==> src/rtl/sdf_pkg.sv <==
// Shared constants, character codes and the per-request format spec for the
// signed decimal field formatter. No dependencies.
package sdf_pkg;

  localparam int VALUE_W       = 32;
  localparam int DIGITS        = 10;
  localparam int BCD_W         = 4 * DIGITS;
  localparam int PREC_W        = 6;
  localparam int WIDTH_W       = 7;
  localparam int CHAR_W        = 8;
  localparam int LEN_W         = 7;
  localparam int MAX_FIELD_DEF = 64;

  localparam logic [CHAR_W-1:0] CH_ZERO  = 8'h30;
  localparam logic [CHAR_W-1:0] CH_PLUS  = 8'h2B;
  localparam logic [CHAR_W-1:0] CH_SPACE = 8'h20;
  localparam logic [CHAR_W-1:0] CH_MINUS = 8'h2D;

  // Format spec of one request, held by the top level while it is worked on.
  typedef struct packed {
    logic                has_sign;
    logic [CHAR_W-1:0]   sign_ch;
    logic                left;
    logic                zpad;
    logic                hasp;
    logic [PREC_W-1:0]   prec;
    logic [WIDTH_W-1:0]  width;
  } sdf_spec_t;

endpackage

==> src/rtl/sdf_if.sv <==
// Valid/ready channel interfaces of the signed decimal field formatter.
// Depends on sdf_pkg for field widths.
interface sdf_in_if;
  logic                              valid;
  logic                              ready;
  logic signed [sdf_pkg::VALUE_W-1:0] value;
  logic                              plus_flag;
  logic                              space_flag;
  logic                              left_flag;
  logic                              zero_flag;
  logic                              has_precision;
  logic [sdf_pkg::PREC_W-1:0]        precision;
  logic [sdf_pkg::WIDTH_W-1:0]       min_width;

  modport source (
    output valid, value, plus_flag, space_flag, left_flag, zero_flag,
           has_precision, precision, min_width,
    input  ready
  );
  modport sink (
    input  valid, value, plus_flag, space_flag, left_flag, zero_flag,
           has_precision, precision, min_width,
    output ready
  );
endinterface

interface sdf_out_if;
  logic                        valid;
  logic                        ready;
  logic [sdf_pkg::CHAR_W-1:0]  out_char;
  logic                        char_valid;
  logic                        last;
  logic [sdf_pkg::LEN_W-1:0]   total_length;

  modport source (
    output valid, out_char, char_valid, last, total_length,
    input  ready
  );
  modport sink (
    input  valid, out_char, char_valid, last, total_length,
    output ready
  );
endinterface

==> src/rtl/sdf_b2bcd.sv <==
// Bit-serial binary to BCD converter (shift and add 3), two bits per cycle.
// Depends on sdf_pkg.
module sdf_b2bcd (
  input  logic                          clk,
  input  logic                          rst_n,
  input  logic                          start,
  input  logic [sdf_pkg::VALUE_W-1:0]   mag,
  output logic                          done,
  output logic [sdf_pkg::BCD_W-1:0]     bcd
);

  localparam int STEPS = sdf_pkg::VALUE_W / 2;
  localparam int SCW   = $clog2(STEPS);

  logic [sdf_pkg::VALUE_W-1:0] bin_r, bin_nxt;
  logic [sdf_pkg::BCD_W-1:0]   bcd_r, bcd_nxt;
  logic [SCW-1:0]              cnt_r, cnt_nxt;
  logic                        busy_r, busy_nxt;
  logic                        done_r, done_nxt;

  // Adjust every digit of five or more by three, then shift one bit in.
  function automatic logic [sdf_pkg::BCD_W-1:0] dabble(
    input logic [sdf_pkg::BCD_W-1:0] x,
    input logic                      b
  );
    logic [sdf_pkg::BCD_W-1:0] y;
    y = x;
    for (int k = 0; k < sdf_pkg::DIGITS; k++) begin
      if (y[4*k +: 4] >= 4'd5) y[4*k +: 4] = y[4*k +: 4] + 4'd3;
    end
    return {y[sdf_pkg::BCD_W-2:0], b};
  endfunction

  always_comb begin
    bin_nxt  = bin_r;
    bcd_nxt  = bcd_r;
    cnt_nxt  = cnt_r;
    busy_nxt = busy_r;
    done_nxt = 1'b0;
    if (start) begin
      bin_nxt  = mag;
      bcd_nxt  = '0;
      cnt_nxt  = '0;
      busy_nxt = 1'b1;
    end else if (busy_r) begin
      bcd_nxt = dabble(dabble(bcd_r, bin_r[sdf_pkg::VALUE_W-1]), bin_r[sdf_pkg::VALUE_W-2]);
      bin_nxt = bin_r << 2;
      cnt_nxt = cnt_r + 1'b1;
      if (cnt_r == SCW'(STEPS - 1)) begin
        busy_nxt = 1'b0;
        done_nxt = 1'b1;
      end
    end
  end

  always_ff @(posedge clk) begin
    if (!rst_n) begin
      busy_r <= 1'b0;
      done_r <= 1'b0;
    end else begin
      busy_r <= busy_nxt;
      done_r <= done_nxt;
    end
    bin_r <= bin_nxt;
    bcd_r <= bcd_nxt;
    cnt_r <= cnt_nxt;
  end

  assign done = done_r;
  assign bcd  = bcd_r;

endmodule

==> src/rtl/sdf_emit.sv <==
// Field layout and character sequencer with the output register.
// Depends on sdf_pkg and sdf_out_if.
module sdf_emit #(
  parameter int MAX_FIELD = sdf_pkg::MAX_FIELD_DEF
) (
  input  logic                       clk,
  input  logic                       rst_n,
  input  logic                       start,
  input  sdf_pkg::sdf_spec_t         spec,
  input  logic [sdf_pkg::BCD_W-1:0]  bcd,
  output logic                       done,
  sdf_out_if.source                  out_chan
);

  localparam int CW = $clog2(MAX_FIELD + 1);
  localparam int XW = (CW > sdf_pkg::WIDTH_W) ? CW : sdf_pkg::WIDTH_W;

  typedef enum logic [3:0] {
    E_IDLE = 4'b0001,
    E_LAY1 = 4'b0010,
    E_LAY2 = 4'b0100,
    E_RUN  = 4'b1000
  } est_t;

  est_t                      state_r, state_nxt;
  logic [CW-1:0]             lead0_r, lead0_nxt;
  logic [CW-1:0]             len_r, len_nxt;
  logic [CW-1:0]             width_r, width_nxt;
  logic [3:0]                dig_r, dig_nxt;
  logic [sdf_pkg::BCD_W-1:0] dsr_r, dsr_nxt;
  logic [CW-1:0]             padl_r, padl_nxt;
  logic                      sign_r, sign_nxt;
  logic [CW-1:0]             zero_r, zero_nxt;
  logic [CW-1:0]             padr_r, padr_nxt;
  logic [CW-1:0]             rem_r, rem_nxt;
  logic [CW-1:0]             total_r, total_nxt;

  logic                       ov_r, ov_nxt;
  logic [sdf_pkg::CHAR_W-1:0] oc_r;
  logic                       ocv_r, olast_r;
  logic [sdf_pkg::LEN_W-1:0]  olen_r;

  logic                       load;
  logic [sdf_pkg::CHAR_W-1:0] ch;
  logic                       chv, lst;
  logic [sdf_pkg::LEN_W-1:0]  tl;
  logic                       slot_free;

  logic [3:0]                nd_c, sh_c;
  logic [XW-1:0]             prec_x, width_x;
  logic [CW-1:0]             prec_s, width_s, lead0_c, len_c;
  logic [sdf_pkg::BCD_W-1:0] dal_c;
  logic [CW-1:0]             pad_c;
  logic                      zmerge;

  // Significant digit count and the digits aligned to the top of the shifter.
  always_comb begin
    nd_c = 4'd1;
    for (int k = 0; k < sdf_pkg::DIGITS; k++) begin
      if (bcd[4*k +: 4] != 4'd0) nd_c = 4'(k + 1);
    end
    if (spec.hasp && spec.prec == '0 && bcd == '0) nd_c = 4'd0;
  end

  assign prec_x  = XW'(spec.prec);
  assign width_x = XW'(spec.width);
  assign prec_s  = (prec_x > XW'(MAX_FIELD - 1)) ? CW'(MAX_FIELD - 1) : CW'(prec_x);
  assign width_s = (width_x > XW'(MAX_FIELD)) ? CW'(MAX_FIELD) : CW'(width_x);
  assign lead0_c = (spec.hasp && prec_s > CW'(nd_c)) ? prec_s - CW'(nd_c) : '0;
  assign len_c   = CW'(spec.has_sign) + lead0_c + CW'(nd_c);
  assign sh_c    = 4'(sdf_pkg::DIGITS) - nd_c;
  assign dal_c   = bcd << {sh_c, 2'b00};

  assign pad_c  = (len_r < width_r) ? width_r - len_r : '0;
  assign zmerge = !spec.left && spec.zpad && !spec.hasp;

  assign slot_free = !ov_r || out_chan.ready;

  always_comb begin
    state_nxt = state_r;
    lead0_nxt = lead0_r;
    len_nxt   = len_r;
    width_nxt = width_r;
    dig_nxt   = dig_r;
    dsr_nxt   = dsr_r;
    padl_nxt  = padl_r;
    sign_nxt  = sign_r;
    zero_nxt  = zero_r;
    padr_nxt  = padr_r;
    rem_nxt   = rem_r;
    total_nxt = total_r;
    load      = 1'b0;
    ch        = '0;
    chv       = 1'b0;
    lst       = 1'b0;
    tl        = '0;
    done      = 1'b0;
    unique case (state_r)
      E_IDLE: begin
        if (start) state_nxt = E_LAY1;
      end
      E_LAY1: begin
        lead0_nxt = lead0_c;
        len_nxt   = len_c;
        width_nxt = width_s;
        dig_nxt   = nd_c;
        dsr_nxt   = dal_c;
        state_nxt = E_LAY2;
      end
      E_LAY2: begin
        padl_nxt  = (!spec.left && !zmerge) ? pad_c : '0;
        padr_nxt  = spec.left ? pad_c : '0;
        zero_nxt  = lead0_r + (zmerge ? pad_c : '0);
        sign_nxt  = spec.has_sign;
        rem_nxt   = len_r + pad_c;
        total_nxt = len_r + pad_c;
        state_nxt = E_RUN;
      end
      E_RUN: begin
        if (slot_free) begin
          load = 1'b1;
          if (rem_r == '0) begin
            // empty field: one marker with no character
            lst       = 1'b1;
            done      = 1'b1;
            state_nxt = E_IDLE;
          end else begin
            chv     = 1'b1;
            rem_nxt = rem_r - 1'b1;
            priority if (padl_r != '0) begin
              ch       = sdf_pkg::CH_SPACE;
              padl_nxt = padl_r - 1'b1;
            end else if (sign_r) begin
              ch       = spec.sign_ch;
              sign_nxt = 1'b0;
            end else if (zero_r != '0) begin
              ch       = sdf_pkg::CH_ZERO;
              zero_nxt = zero_r - 1'b1;
            end else if (dig_r != 4'd0) begin
              ch      = sdf_pkg::CH_ZERO + {4'b0000, dsr_r[sdf_pkg::BCD_W-1 -: 4]};
              dsr_nxt = dsr_r << 4;
              dig_nxt = dig_r - 4'd1;
            end else begin
              ch       = sdf_pkg::CH_SPACE;
              padr_nxt = padr_r - 1'b1;
            end
            if (rem_r == CW'(1)) begin
              lst       = 1'b1;
              tl        = sdf_pkg::LEN_W'(total_r);
              done      = 1'b1;
              state_nxt = E_IDLE;
            end
          end
        end
      end
      default: state_nxt = E_IDLE;
    endcase
  end

  assign ov_nxt = load ? 1'b1 : (out_chan.ready ? 1'b0 : ov_r);

  always_ff @(posedge clk) begin
    if (!rst_n) begin
      state_r <= E_IDLE;
      ov_r    <= 1'b0;
    end else begin
      state_r <= state_nxt;
      ov_r    <= ov_nxt;
    end
    lead0_r <= lead0_nxt;
    len_r   <= len_nxt;
    width_r <= width_nxt;
    dig_r   <= dig_nxt;
    dsr_r   <= dsr_nxt;
    padl_r  <= padl_nxt;
    sign_r  <= sign_nxt;
    zero_r  <= zero_nxt;
    padr_r  <= padr_nxt;
    rem_r   <= rem_nxt;
    total_r <= total_nxt;
    if (load) begin
      oc_r    <= ch;
      ocv_r   <= chv;
      olast_r <= lst;
      olen_r  <= tl;
    end
  end

  assign out_chan.valid        = ov_r;
  assign out_chan.out_char     = oc_r;
  assign out_chan.char_valid   = ocv_r;
  assign out_chan.last         = olast_r;
  assign out_chan.total_length = olen_r;

endmodule

==> src/rtl/signed_decimal_field_formatter_core.sv <==
// Top level of the signed decimal field formatter (printf %d conversion).
// Depends on sdf_pkg, sdf_if, sdf_b2bcd and sdf_emit.
//
// Each request on in_chan is one signed 32-bit value with its %d flags; the
// block answers with the formatted text on out_chan, one ASCII character per
// result, last set on the final one together with the total length. A field
// that comes out empty gives a single result with char_valid low. Requests
// are worked on one at a time: the magnitude goes through a bit-serial BCD
// converter that takes two bits a cycle and then flags completion, then a
// handoff into the sequencer and a layout step (E_LAY1, then E_LAY2) size the
// sign, zero and space runs, and the sequencer sends one character a cycle
// while out_chan is not stalled. No new request is accepted until the last
// character of the current one has been loaded into the output register, and
// back-pressure from the consumer delays both. The output register lets the
// last character wait for its consumer while the next request is already
// accepted.
module signed_decimal_field_formatter_core #(
  parameter int MAX_FIELD = sdf_pkg::MAX_FIELD_DEF
) (
  input  logic        clk,
  input  logic        rst_n,
  sdf_in_if.sink      in_chan,
  sdf_out_if.source   out_chan
);

  typedef enum logic [2:0] {
    T_IDLE = 3'b001,
    T_CONV = 3'b010,
    T_EMIT = 3'b100
  } tst_t;

  tst_t                          state_r, state_nxt;
  sdf_pkg::sdf_spec_t            spec_r;
  sdf_pkg::sdf_spec_t            spec_c;
  logic [sdf_pkg::VALUE_W-1:0]   raw;
  logic [sdf_pkg::VALUE_W-1:0]   mag_c;
  logic                          accept;
  logic                          conv_done;
  logic                          emit_done;
  logic [sdf_pkg::BCD_W-1:0]     bcd;

  // Take a request only when nothing is in flight.
  assign in_chan.ready = (state_r == T_IDLE);
  assign accept        = in_chan.valid && in_chan.ready;

  // Magnitude: negate in modulo arithmetic, which also covers the most
  // negative value (its magnitude fits in 32 unsigned bits).
  assign raw   = in_chan.value;
  assign mag_c = raw[sdf_pkg::VALUE_W-1] ? (sdf_pkg::VALUE_W'(0) - raw) : raw;

  // Sign character: minus wins, then plus, then space.
  always_comb begin
    spec_c.has_sign = 1'b1;
    priority if (raw[sdf_pkg::VALUE_W-1]) begin
      spec_c.sign_ch = sdf_pkg::CH_MINUS;
    end else if (in_chan.plus_flag) begin
      spec_c.sign_ch = sdf_pkg::CH_PLUS;
    end else if (in_chan.space_flag) begin
      spec_c.sign_ch = sdf_pkg::CH_SPACE;
    end else begin
      spec_c.sign_ch  = '0;
      spec_c.has_sign = 1'b0;
    end
    spec_c.left  = in_chan.left_flag;
    spec_c.zpad  = in_chan.zero_flag;
    spec_c.hasp  = in_chan.has_precision;
    spec_c.prec  = in_chan.precision;
    spec_c.width = in_chan.min_width;
  end

  // Request sequencing: convert, then hand over to the sequencer.
  always_comb begin
    state_nxt = state_r;
    unique case (state_r)
      T_IDLE: if (accept) state_nxt = T_CONV;
      T_CONV: if (conv_done) state_nxt = T_EMIT;
      T_EMIT: if (emit_done) state_nxt = T_IDLE;
      default: state_nxt = T_IDLE;
    endcase
  end

  always_ff @(posedge clk) begin
    if (!rst_n) begin
      state_r <= T_IDLE;
    end else begin
      state_r <= state_nxt;
    end
    // hold the spec for the whole request
    if (accept) spec_r <= spec_c;
  end

  sdf_b2bcd u_b2bcd (
    .clk   (clk),
    .rst_n (rst_n),
    .start (accept),
    .mag   (mag_c),
    .done  (conv_done),
    .bcd   (bcd)
  );

  // The converter result stays put until the next request starts it again.
  sdf_emit #(
    .MAX_FIELD (MAX_FIELD)
  ) u_emit (
    .clk      (clk),
    .rst_n    (rst_n),
    .start    (conv_done),
    .spec     (spec_r),
    .bcd      (bcd),
    .done     (emit_done),
    .out_chan (out_chan)
  );

  // The converter finishes only while a request is being converted.
  a_conv_in_conv: assert property (@(posedge clk) disable iff (!rst_n)
    conv_done |-> state_r == T_CONV)
    else $error("conversion finished outside the convert phase");

  // Finishing the sequencer frees the block for the next request.
  a_emit_frees: assert property (@(posedge clk) disable iff (!rst_n)
    emit_done |=> state_r == T_IDLE && in_chan.ready)
    else $error("block not ready after the last character");

  // An empty marker is always the sole, final result with zero length.
  a_marker: assert property (@(posedge clk) disable iff (!rst_n)
    out_chan.valid && !out_chan.char_valid |->
      out_chan.last && out_chan.total_length == '0 && out_chan.out_char == '0)
    else $error("malformed empty marker");

  // Length appears only on the final result.
  a_len_last: assert property (@(posedge clk) disable iff (!rst_n)
    out_chan.valid && !out_chan.last |-> out_chan.total_length == '0)
    else $error("length on a non-final result");

endmodule

==> src/flat_wrapper.sv <==
// flat-port wrapper written by rule: the top's interface ports become plain ports
module signed_decimal_field_formatter_core_flat 
#(
  parameter int MAX_FIELD = sdf_pkg::MAX_FIELD_DEF
)
  (clk, rst_n, in_chan_valid, in_chan_value, in_chan_plus_flag, in_chan_space_flag, in_chan_left_flag, in_chan_zero_flag, in_chan_has_precision, in_chan_precision, in_chan_min_width, in_chan_ready, out_chan_valid, out_chan_out_char, out_chan_char_valid, out_chan_last, out_chan_total_length, out_chan_ready);
  sdf_in_if in_chan_i ();
  sdf_out_if out_chan_i ();
  input  logic clk;
  input  logic rst_n;
  input wire logic [$bits(in_chan_i.valid)-1:0] in_chan_valid;
  input wire logic [$bits(in_chan_i.value)-1:0] in_chan_value;
  input wire logic [$bits(in_chan_i.plus_flag)-1:0] in_chan_plus_flag;
  input wire logic [$bits(in_chan_i.space_flag)-1:0] in_chan_space_flag;
  input wire logic [$bits(in_chan_i.left_flag)-1:0] in_chan_left_flag;
  input wire logic [$bits(in_chan_i.zero_flag)-1:0] in_chan_zero_flag;
  input wire logic [$bits(in_chan_i.has_precision)-1:0] in_chan_has_precision;
  input wire logic [$bits(in_chan_i.precision)-1:0] in_chan_precision;
  input wire logic [$bits(in_chan_i.min_width)-1:0] in_chan_min_width;
  output wire logic [$bits(in_chan_i.ready)-1:0] in_chan_ready;
  output wire logic [$bits(out_chan_i.valid)-1:0] out_chan_valid;
  output wire logic [$bits(out_chan_i.out_char)-1:0] out_chan_out_char;
  output wire logic [$bits(out_chan_i.char_valid)-1:0] out_chan_char_valid;
  output wire logic [$bits(out_chan_i.last)-1:0] out_chan_last;
  output wire logic [$bits(out_chan_i.total_length)-1:0] out_chan_total_length;
  input wire logic [$bits(out_chan_i.ready)-1:0] out_chan_ready;
  assign in_chan_i.valid = in_chan_valid;
  assign in_chan_i.value = in_chan_value;
  assign in_chan_i.plus_flag = in_chan_plus_flag;
  assign in_chan_i.space_flag = in_chan_space_flag;
  assign in_chan_i.left_flag = in_chan_left_flag;
  assign in_chan_i.zero_flag = in_chan_zero_flag;
  assign in_chan_i.has_precision = in_chan_has_precision;
  assign in_chan_i.precision = in_chan_precision;
  assign in_chan_i.min_width = in_chan_min_width;
  assign in_chan_ready = in_chan_i.ready;
  assign out_chan_valid = out_chan_i.valid;
  assign out_chan_out_char = out_chan_i.out_char;
  assign out_chan_char_valid = out_chan_i.char_valid;
  assign out_chan_last = out_chan_i.last;
  assign out_chan_total_length = out_chan_i.total_length;
  assign out_chan_i.ready = out_chan_ready;
  signed_decimal_field_formatter_core #(.MAX_FIELD(MAX_FIELD)) u_core (.clk(clk), .rst_n(rst_n), .in_chan(in_chan_i), .out_chan(out_chan_i));
endmodule
==> config.mk <==
export PLATFORM = sky130hd
export DESIGN_NAME = signed_decimal_field_formatter_core_flat
export DESIGN_NICKNAME = d
export VERILOG_FILES = /design/src/rtl/sdf_pkg.sv /design/src/rtl/sdf_if.sv /design/src/rtl/sdf_b2bcd.sv /design/src/rtl/sdf_emit.sv /design/src/rtl/signed_decimal_field_formatter_core.sv /design/src/flat_wrapper.sv
export SDC_FILE = /design/constraint.sdc
export NUM_CORES = 1
export LEC_CHECK = 0
export BUFFER_PORTS_ARGS = -buffer_cell sky130_fd_sc_hd__buf_4
export CORE_MARGIN = 2
export CORE_UTILIZATION = 63
export DETAILED_ROUTE_END_ITERATION = 8
export GPL_TIMING_DRIVEN = 0
export PLACE_DENSITY = 0.8
export SETUP_SLACK_MARGIN = 0.1
export SKIP_CTS_REPAIR_TIMING = 1
export SLEW_MARGIN = 20
export SYNTH_ARGS = -nofsm -noshare
export SYNTH_HDL_FRONTEND = slang
export SYNTH_SLANG_ARGS = --single-unit
==> constraint.sdc <==
create_clock -name clk -period 12.55 [get_ports clk]
set_input_delay 1.255 -clock clk [delete_from_list [all_inputs] [get_ports clk]]
set_output_delay 1.255 -clock clk [all_outputs]
set_load 0.02 [all_outputs]
# Word-level counts from Yosys, hierarchy flattened
# Index checks and enable logic that the tools add are counted.
[classes]
n_eq_ne = 22
n_reduce_logical = 44
n_addsub = 34
shifts = 1
n_lt_le_gt_ge = 24
n_mux = 118
bitwise_logic = 5
[op_table]
columns = ["cell", "count"]
rows = [
  ["$mux W40", 6],
  ["$mux W4", 54],
  ["$mux W7", 17],
  ["$mux W32", 3],
  ["$ge A4 B3 Y1 const B", 20],
  ["$pmux W40 S2", 1],
  ["$add A4 B2 Y4 const B", 18],
  ["$pmux W7 S2", 3],
  ["$logic_not A40 Y1", 1],
  ["$reduce_bool A4 Y1", 10],
  ["$shl A40 B6 Y40", 1],
  ["$sub A1 B32 Y32 const A", 1],
  ["$mux W3", 8],
  ["$sub A7 B1 Y7 const B", 3],
  ["$ne A2 B2 Y1 const B", 10],
  ["$mux W6", 3],
  ["$mux W1", 17],
  ["$pmux W4 S4", 1],
  ["$add A7 B7 Y7", 2],
  ["$reduce_bool A7 Y1", 2],
  ["$pmux W3 S3", 1],
  ["$reduce_and A3 Y1", 3],
  ["$eq A4 B4 Y1 const B", 2],
  ["$pmux W4 S2", 1],
  ["other kinds (38)", 60],
]
[totals]
in_bits = 54
reg_bits = 220
elab_cells = 279
output_inout_bits = 19

# Depth between registers and ports, before layout
# Gate-level depths: netlist (run 1).
[logic_depth]
depth_word = 16
ltp_mapped = 26
mapped_depth_nobuf = 25

# Hierarchy
# A second synthesis (run 1) with hierarchy kept.
[hier_totals]
hier_cells = 1319
area_unflattened_um2 = 13631.8
[by_module_without_submodules]
columns = ["mod", "seq_area_each_um2", "cells_per_inst", "n_inst", "area_per_inst_um2"]
rows = [
  ["sdf_emit", 3433.3, 701, 1, 7420.9],
  ["sdf_b2bcd", 1881.8, 479, 1, 4659.5],
  ["signed_decimal_field_formatter_core", 660.6, 139, 1, 1551.5],
]

# Least setup slack after synthesis (run 1)
# OpenSTA, ideal clock, no wires.
[synth_timing]
path_kind = "reg2reg"
start = "register u_core.u_b2bcd.bcd_r, in the netlist u_core.u_b2bcd.bcd[36]"
end = "register u_core.u_emit.len_r[6], data pin"
arrival_ns = 4.042
synth_period_minus_slack_ns = 4.295
slack_ns = 8.255
t_required_ns = 12.296
stages_incl_launch_ff = 27
path_buffers = 2
setup_ns = 0.254
cell_sequence = "dfxtp_1 inv_1 ha_1 or3b_1 buf_2 nor2_4 inv_2 nor2_1 a21oi_2 nand2_4 buf_6 inv_4 ha_1 nor2b_1 o21a_1 o21a_1 o31a_1 nand2_1 o21ai_0 ha_1 a21oi_1 fa_1 inv_1 a21o_1 a21oi_1 nor2_1 a21o_1"
[synth_via]
elab_chain_len = 8
elab_cells_between_ends = 11
cone_classes = "3 x add/sub; 1 x order compare; 3 x mux; 4 x reduce/logical"
[synth_lines]
columns = ["item", "line_no", "text"]
rows = [
  ["start: declaration", "sdf_b2bcd.sv:16", "logic [sdf_pkg::BCD_W-1:0] bcd_r, bcd_nxt;"],
  ["start signal: assignment", "sdf_b2bcd.sv:65", "bcd_r <= bcd_nxt;"],
  ["$logic_not A40 Y1 / $reduce_bool A4 Y1 (equally long branches)", "sdf_emit.sv:62, sdf_emit.sv:60", ""],
  ["$logic_and A1 B1 Y1 / $mux W4 (equally long branches)", "sdf_emit.sv:62, sdf_emit.sv:60", ""],
  ["$mux W4 *", "sdf_emit.sv:62", "if (spec.hasp && spec.prec == '0 && bcd == '0) nd_c = 4'd0;"],
  ["$gt A6 B4 Y1", "sdf_emit.sv:69", "assign lead0_c = (spec.hasp && prec_s > CW'(nd_c)) ? prec_s - CW'(nd_c) : '0;"],
  ["$logic_and A1 B1 Y1", "sdf_emit.sv:69", ""],
  ["$mux W7", "sdf_emit.sv:69", ""],
  ["$add A1 B7 Y7", "sdf_emit.sv:70", "assign len_c = CW'(spec.has_sign) + lead0_c + CW'(nd_c);"],
  ["$add A7 B4 Y7 *", "sdf_emit.sv:70", ""],
  ["net u_core.u_emit.len_c[6]", "sdf_emit.sv:51", "logic [CW-1:0] prec_s, width_s, lead0_c, len_c;"],
  ["end signal: assignment", "sdf_emit.sv:171", "len_r <= len_nxt;"],
  ["end: declaration", "sdf_emit.sv:27", "logic [CW-1:0] len_r, len_nxt;"],
]
# Mark *: on every way through the listed nets, which the timed path passes. The rest lies on a longest branch.
# A chain may end at the register's enable or synchronous reset.

# Final worst setup path (run 1)
# Ends and elaborated chain as after synthesis.

==> results of run 1 <==
## area by class of cell
| cell class | count | area [um^2] | share of cell area |
|---|---|---|---|
| multi-input combinational | 1000 | 7180 | 0.463 |
| sequential | 215 | 5920 | 0.381 |
| clock buffer | 31 | 657 | 0.0424 |
| timing repair buffer | 70 | 538 | 0.0347 |
| inverter | 108 | 408 | 0.0263 |
| tap | 280 | 350 | 0.0226 |
| buffer | 70 | 305 | 0.0197 |
| clock inverter | 13 | 153 | 0.00984 |
| antenna | 1 | 2.50 | 0.000161 |
## worst register-to-register path, delay by kind of cell (launching register included)
family	cells	cell delay, ns
buffers and inverters	6	0.83
flip-flops	1	0.47
AND/OR/NAND/NOR	7	0.80
adder cells (fa/ha/maj)	4	0.94
AO/OA/AOI/OAI	9	1.94
## logic make-up (layout without fill, tap and decap cells)
logic type	Yosys count	after routing	share of synthesized area
buf+inv	178	292	0.0516
xor+xnor	90	90	0.0571
mux	69	69	0.0756
flops	215	215	0.429
other cells	1	3	0.000272
compound gates	327	327	0.153
fa+ha+maj	84	84	0.0789
simple gates	428	428	0.155
## where the power goes
part	switching (uW)	internal, uW
clock network	286	432
logic	932	637
registers	64.5	879
total	1280	1950
## state kept, by name, summed over array words and instances (netlist names), 3 cells and up
register                             cells
u_core.spec_r                           20
u_core.state_r                           3
u_core.u_b2bcd.bcd                      40
u_core.u_b2bcd.bin_r                    32
u_core.u_b2bcd.cnt_r                     4
u_core.u_emit.dig_r                      4
u_core.u_emit.dsr_r                     40
u_core.u_emit.lead0_r                    7
u_core.u_emit.len_r                      7
u_core.u_emit.out_chan.out_char          6
u_core.u_emit.out_chan.total_length      7
u_core.u_emit.padl_r                     7
u_core.u_emit.rem_r                      7
u_core.u_emit.state_r                    4
u_core.u_emit.total_r                    7
u_core.u_emit.width_r                    7
u_core.u_emit.zero_r                     7
## through the flow
step / instances / util
final: 1788 / 0.715
after global routing: 1787 / 0.715
after CTS: 1787 / 0.715
after detailed placement: 1743 / 0.677
after global placement: 1742 / 0.676
after floorplan: 1393 / -
## per-layer routing
metal  GRT usage  vias up
met5           0        -
met4      0.0810        0
met2       0.482      487
met1       0.396     5270
met3      0.0605       70
li1            -     5246
## placed cells by master, fill, tap and decap left out, drive strengths merged, types with 8 or more instances in the layout
cell type / n
buf: 89
inv: 107
nor2b: 24
a21o: 9
nor3b: 23
clkinv: 10
xor2: 44
o21ai: 94
o31ai: 12
nand3: 28
a21oi: 70
xnor2: 46
or3: 11
a22oi: 13
a21boi: 12
o41ai: 12
nor2: 117
and3: 9
mux4: 26
nor4: 8
o21a: 9
edfxtp: 161
nand2b: 21
and2: 10
clkbuf: 82
nor3: 23
dfxtp: 54
mux2: 21
nand2: 122
a211oi: 31
a31oi: 12
ha: 79
mux2i: 22
o211ai: 10
## final timing paths
path | from | to | slack (ns) | depth (start not counted)
max | u_core.u_b2bcd.bcd[36] | u_core.u_emit.len_r[6] | 7.30 | 26
min | u_core.state_r[0] | u_core.state_r[2] | 0.48 | 1
max reg2reg | u_core.u_b2bcd.bcd[36] | u_core.u_emit.len_r[6] | 7.30 | 26
min reg2reg | u_core.state_r[0] | u_core.state_r[2] | 0.48 | 1
==> run summary, run 1 <==
Status - finished, final reports clean
Post-DP HPWL - 25500 um
Initial antenna violation count - 1
Min Tclk post-route - 5.25 ns
DP Worst Slack - 7.46 ns
Final Cycle Share - 0.418
CP Class - reg2reg
Initial Util - 0.636
Met1 WL - 14000 um
Clock sinks - 215
PortBufs - 69
Worst EP required - 12.82 ns
Type of origin of the critical path - flop
CP max FO - 10
Synth area leaders - edfxtp_1 (35%), dfxtp_1 (7.8%), ha_1 (7.2%)
PD cells - 208 nW/um^2
Core Box Area - 21700 um^2
Grt total ovfl - 0
Vias per inst - 6.19
Met2 wire length - 16100 um
GR Util All Layers - 0.293
Yosys cell types - 77
Final GP Congestion - 0.949
Clk pin slew, worst setup/hold paths - 0.06 ns
Dpl cell area - 14700 um^2
Via Count - 11100
Post-synthesis cell count - 1392
CTS tree - built
Fin Hold WS - 0.482 ns
Setup TNS - 0 ns
Max-cap violations - 0
Worst min path class - reg2reg
Delay of the slowest cell on the worst path - 0.47 ns
FMAX - 191 MHz
Die width - 152 um
Metal3 WL - 3290 um
H-tree Lvls - 1
Area of the mapped netlist - 13800 um^2
Clk_lat worst skew - 0.53 ns
Crit path buffers/inverters - 6
Vias in the first global route - 10600
Final hold violations - 0
Num CTS Buffers - 24
Initial DRT Pass Iterations - 6
Syn avg cell area - 9.91 um^2
Post-layout net count - 1627
Clock skew - 0.0171 ns
Top post-synthesis cells by count - edfxtp_1 (161), nand2_1 (121), nor2_1 (115), inv_1 (105), o21ai_0 (92)
Setup Viol. Count Final - 0
CP endpoint kind - flop
Leak pwr - 0.00609 uW
Peak supply drop - 0.159 mV
Overall power - 3230 uW
Post-synth EDFFs - 161
Worst-margin pin slew - 1.07 ns
Count leader, synth - edfxtp_1
CP Data Arrival Time - 5.52 ns
Area growth syn-to-layout - 12.4%
Synth Warn # - 0
Layout cells sized above 1 - 0.128
IO Pins - 73
Filler instances - 1605
Die area - 23100 um^2
Worst path top cell family by delay - compound AO/OA/AOI/OAI gates
Wirelength, routed - 34300 um
Clock root cell - clkbuf_16
Largest net degree at the start of global routing - 33
Post-synth top area cell - edfxtp_1
Share of Yosys cell area claimed by the top area cell type - 0.351
RSZ-0062 raised after global routing - no
Post-synth ARST share - 0
Fin area - 15500 um^2
First-pass GRT wire length - 55000 um
Rel. slew slack - 0.283
Residual DRC count - 0
Top_reg_cell synth - edfxtp_1
Initial detailed-routing violation count - 1122
Crit-path slowest cell - dfxtp_1
Seq/Total Area, Yosys - 0.429
#FFs+latches synth - 215
DR top layer - met4
Clock buffer depth - 3
FP Rows - 54
Most common cell on crit path - ha_1
Final WS setup - 7.30 ns
Final slew viol count - 0
Post-DRT Antenna Nets - 0
Die height - 152 um
Wirelength per Cell - 19.2 um
Power figures use the tool's default switching activity.
==> run 2: changes to the inputs <==
--- a/config.mk
+++ b/config.mk
@@ -5,12 +5,13 @@
 export SDC_FILE = /design/constraint.sdc
 export NUM_CORES = 1
 export LEC_CHECK = 0
+export ABC_AREA = 1
 export BUFFER_PORTS_ARGS = -buffer_cell sky130_fd_sc_hd__buf_4
 export CORE_MARGIN = 2
-export CORE_UTILIZATION = 63
+export CORE_UTILIZATION = 56
 export DETAILED_ROUTE_END_ITERATION = 8
 export GPL_TIMING_DRIVEN = 0
-export PLACE_DENSITY = 0.8
+export PLACE_DENSITY = 0.75
 export SETUP_SLACK_MARGIN = 0.1
 export SKIP_CTS_REPAIR_TIMING = 1
 export SLEW_MARGIN = 20
==> constraint.sdc (replaced) <==
create_clock -name clk -period 4.4 [get_ports clk]
set_input_delay 0.44 -clock clk [delete_from_list [all_inputs] [get_ports clk]]
set_output_delay 0.44 -clock clk [all_outputs]
set_load 0.02 [all_outputs]
==> run summary, run 2 <==
Status - finished, final reports clean
Area of the multi-input gates - 6880 um^2 (-4.2%)
Clock skew - 0.0133 ns (-0.00387 ns)
Post-synthesis cell count - 1735 (+25%)
ANT cells - 0 (-1)
Wirelength per Cell - 17.2 um (-10%)
IO Pins - 73 (unchanged)
Clock sinks - 215 (unchanged)
Final GP Congestion - 0.975 (+2.8%)
Top post-synthesis cells by count - nand2_1 (337), inv_1 (215), nor2_1 (177), o21ai_0 (162), edfxtp_1 (161)
Share of Yosys cell area claimed by the top area cell type - 0.349 (-0.00168)
Flop2flop setup slack - 0.32 ns (-6.98 ns)
Residual DRC count - 0 (unchanged)
Grt total ovfl - 0 (unchanged)
Most frequent cells in the layout - nand2_1 (334), inv_1 (201), nor2_1 (173)
Count leader, synth - nand2_1
Final hold violations - 0 (unchanged)
PortBufs - 70 (+1.4%)
Post-layout net count - 1980 (+22%)
Post-synth EDFFs - 161 (unchanged)
Largest net degree at the start of global routing - 31 (-6.1%)
Die width - 161 um (+6.2%)
CTS tree - built
Vias in the first global route - 11800 (+11%)
Post-DP HPWL - 28700 um (+12%)
Post-synth top area cell - edfxtp_1
Clk_lat worst skew - 0.54 ns (about the same)
Synth Warn # - 0 (unchanged)
H-tree Lvls - 1 (unchanged)
Final slew viol count - 0 (unchanged)
CP Data Arrival Time - 4.36 ns (-1.16 ns)
Max-cap violations - 0 (unchanged)
Area of the mapped netlist - 13900 um^2 (+0.48%)
Core Box Area - 24300 um^2 (+12%)
Min Tclk post-route - 4.08 ns (-1.17 ns)
FP Rows - 57 (+5.6%)
Clk pin slew, worst setup/hold paths - 0.06 ns (about the same)
Layout cells sized above 1 - 0.113 (-0.0152)
Die height - 161 um (+6.2%)
Via Count - 12300 (+12%)
CP Class - reg2reg
Worst EP required - 4.68 ns (-8.14 ns)
Post-DRT Antenna Nets - 0 (unchanged)
#FFs+latches synth - 215 (unchanged)
Clock buffer depth - 3 (unchanged)
Commonest non-fill, non-tap cell in the layout - nand2_1
FMAX - 245 MHz (+29%)
RSZ-0062 raised after global routing - yes
Initial antenna violation count - 0 (-1)
Top_reg_cell synth - edfxtp_1
Type of origin of the critical path - flop
Area growth syn-to-layout - 13.6%
Num CTS Buffers - 24 (unchanged)
GR Util All Layers - 0.288 (-0.00430)
Clock root cell - clkbuf_16
CP endpoint kind - flop
Synth area leaders - edfxtp_1 (35%), nand2_1 (9.1%), dfxtp_1 (7.8%)
Initial detailed-routing violation count - 991 (-12%)
Syn avg cell area - 7.99 um^2 (-19%)
Die area - 26000 um^2 (+13%)
Vias per inst - 5.65 (-8.7%)
Final Cycle Share - 0.927 (+0.509)
Filler instances - 2128 (+33%)
Reg area - 5920 um^2 (unchanged)
Seq/Total Area, Yosys - 0.427 (-0.00205)
Initial DRT Pass Iterations - 8 (+2)
Wirelength, routed - 37600 um (+9.8%)
First-pass GRT wire length - 60000 um (+9.2%)
Setup TNS - 0 ns (unchanged)
Worst-margin pin slew - 1.04 ns (-0.0299 ns)
Worst min path class - in2reg
Setup Viol. Count Final - 0 (unchanged)
Rel. slew slack - 0.307 (+0.0235)
Yosys cell types - 51 (-34%)
Initial Util - 0.570 (-0.0661)
CP max FO - 11 (+1)
Post-synth ARST share - 0 (unchanged)
-- run 2: kinds of logic (layout without fill, tap and decap cells) --
kind of cell / after synthesis / in the layout / synth area share
and+or+nand+nor: 750 / 750 / 0.236
AOI/OAI and AO/OA: 326 / 326 / 0.129
buffers and inverters: 287 / 411 / 0.0823
DFF: 215 / 215 / 0.427
adders and majority gates: 84 / 84 / 0.0785
xor gates and xnor gates: 71 / 71 / 0.0462
other: 1 / 2 / 0.000271
muxes: 1 / 1 / 0.000722
-- run 2: final cells by class --
type / instances / share of cell area
well taps: 324 / 0.0257
plain buffers: 58 / 0.0183
multi-input cells: 1234 / 0.437
clock buffers: 29 / 0.0400
inverters: 229 / 0.0546
repair buffers: 80 / 0.0402
clock inverters: 15 / 0.00866
flip-flops and latches: 215 / 0.376
-- run 2: path summary, 6_finish.rpt --
check,start,to,cells past startpoint
hold / removal,in_chan_min_width[3],u_core.spec_r[3],1
setup reg to reg,u_core.u_b2bcd.bcd[32],u_core.u_emit.len_r[4],26
hold reg to reg,u_core.u_emit.dsr_r[25],u_core.u_emit.dsr_r[29],2
setup / recovery,u_core.u_b2bcd.bcd[32],u_core.u_emit.len_r[4],26
-- run 2: metal layers --
metal  vias up  global-route usage  share of wire
met5         -                   0              0
met4         0               0.116          0.041
met3        86              0.0331          0.050
met2       395               0.503           0.49
met1      5818               0.366           0.42
li1       6048                   -              -
-- run 2: per-stage QoR --
step	setup WS, ns	hold WS [ns]	util	area (um^2)	std cells
after CTS	-0.246	0.0652	0.643	15600	2178
after global placement	-0.515	0.481	0.608	14800	2130
final	0.323	0.0784	0.647	15700	2184
after global routing	0.0379	0.0723	0.647	15700	2184
after floorplan	0.539	0.422	-	13900	1736
after detailed placement	-0.199	0.494	0.612	14900	2134
-- run 2: critical path, cell delays in order, from the launching register on --
cell and delay, ns:
dfxtp_1 0.33, inv_2 0.12, ha_1 0.19, nand2_2 0.09, nor2_4 0.18, nand2_2 0.11, nor2_4 0.15, nand2_2 0.09
nor2_4 0.10, nor2_4 0.07, nand2_8 0.09, inv_2 0.06, buf_8 0.15, ha_1 0.33, a31oi_2 0.30, o21ai_4 0.12
inv_2 0.10, nand2_1 0.08, o21ai_2 0.08, ha_1 0.16, inv_1 0.04, nand2_1 0.07, inv_1 0.07, fa_1 0.40
nor2_1 0.15, a211oi_2 0.06, xnor2_1 0.14
Power of run 2 is left out: the tool's default activity adds up to more than one toggle a clock period on the data nets, which glitch-free logic cannot reach.
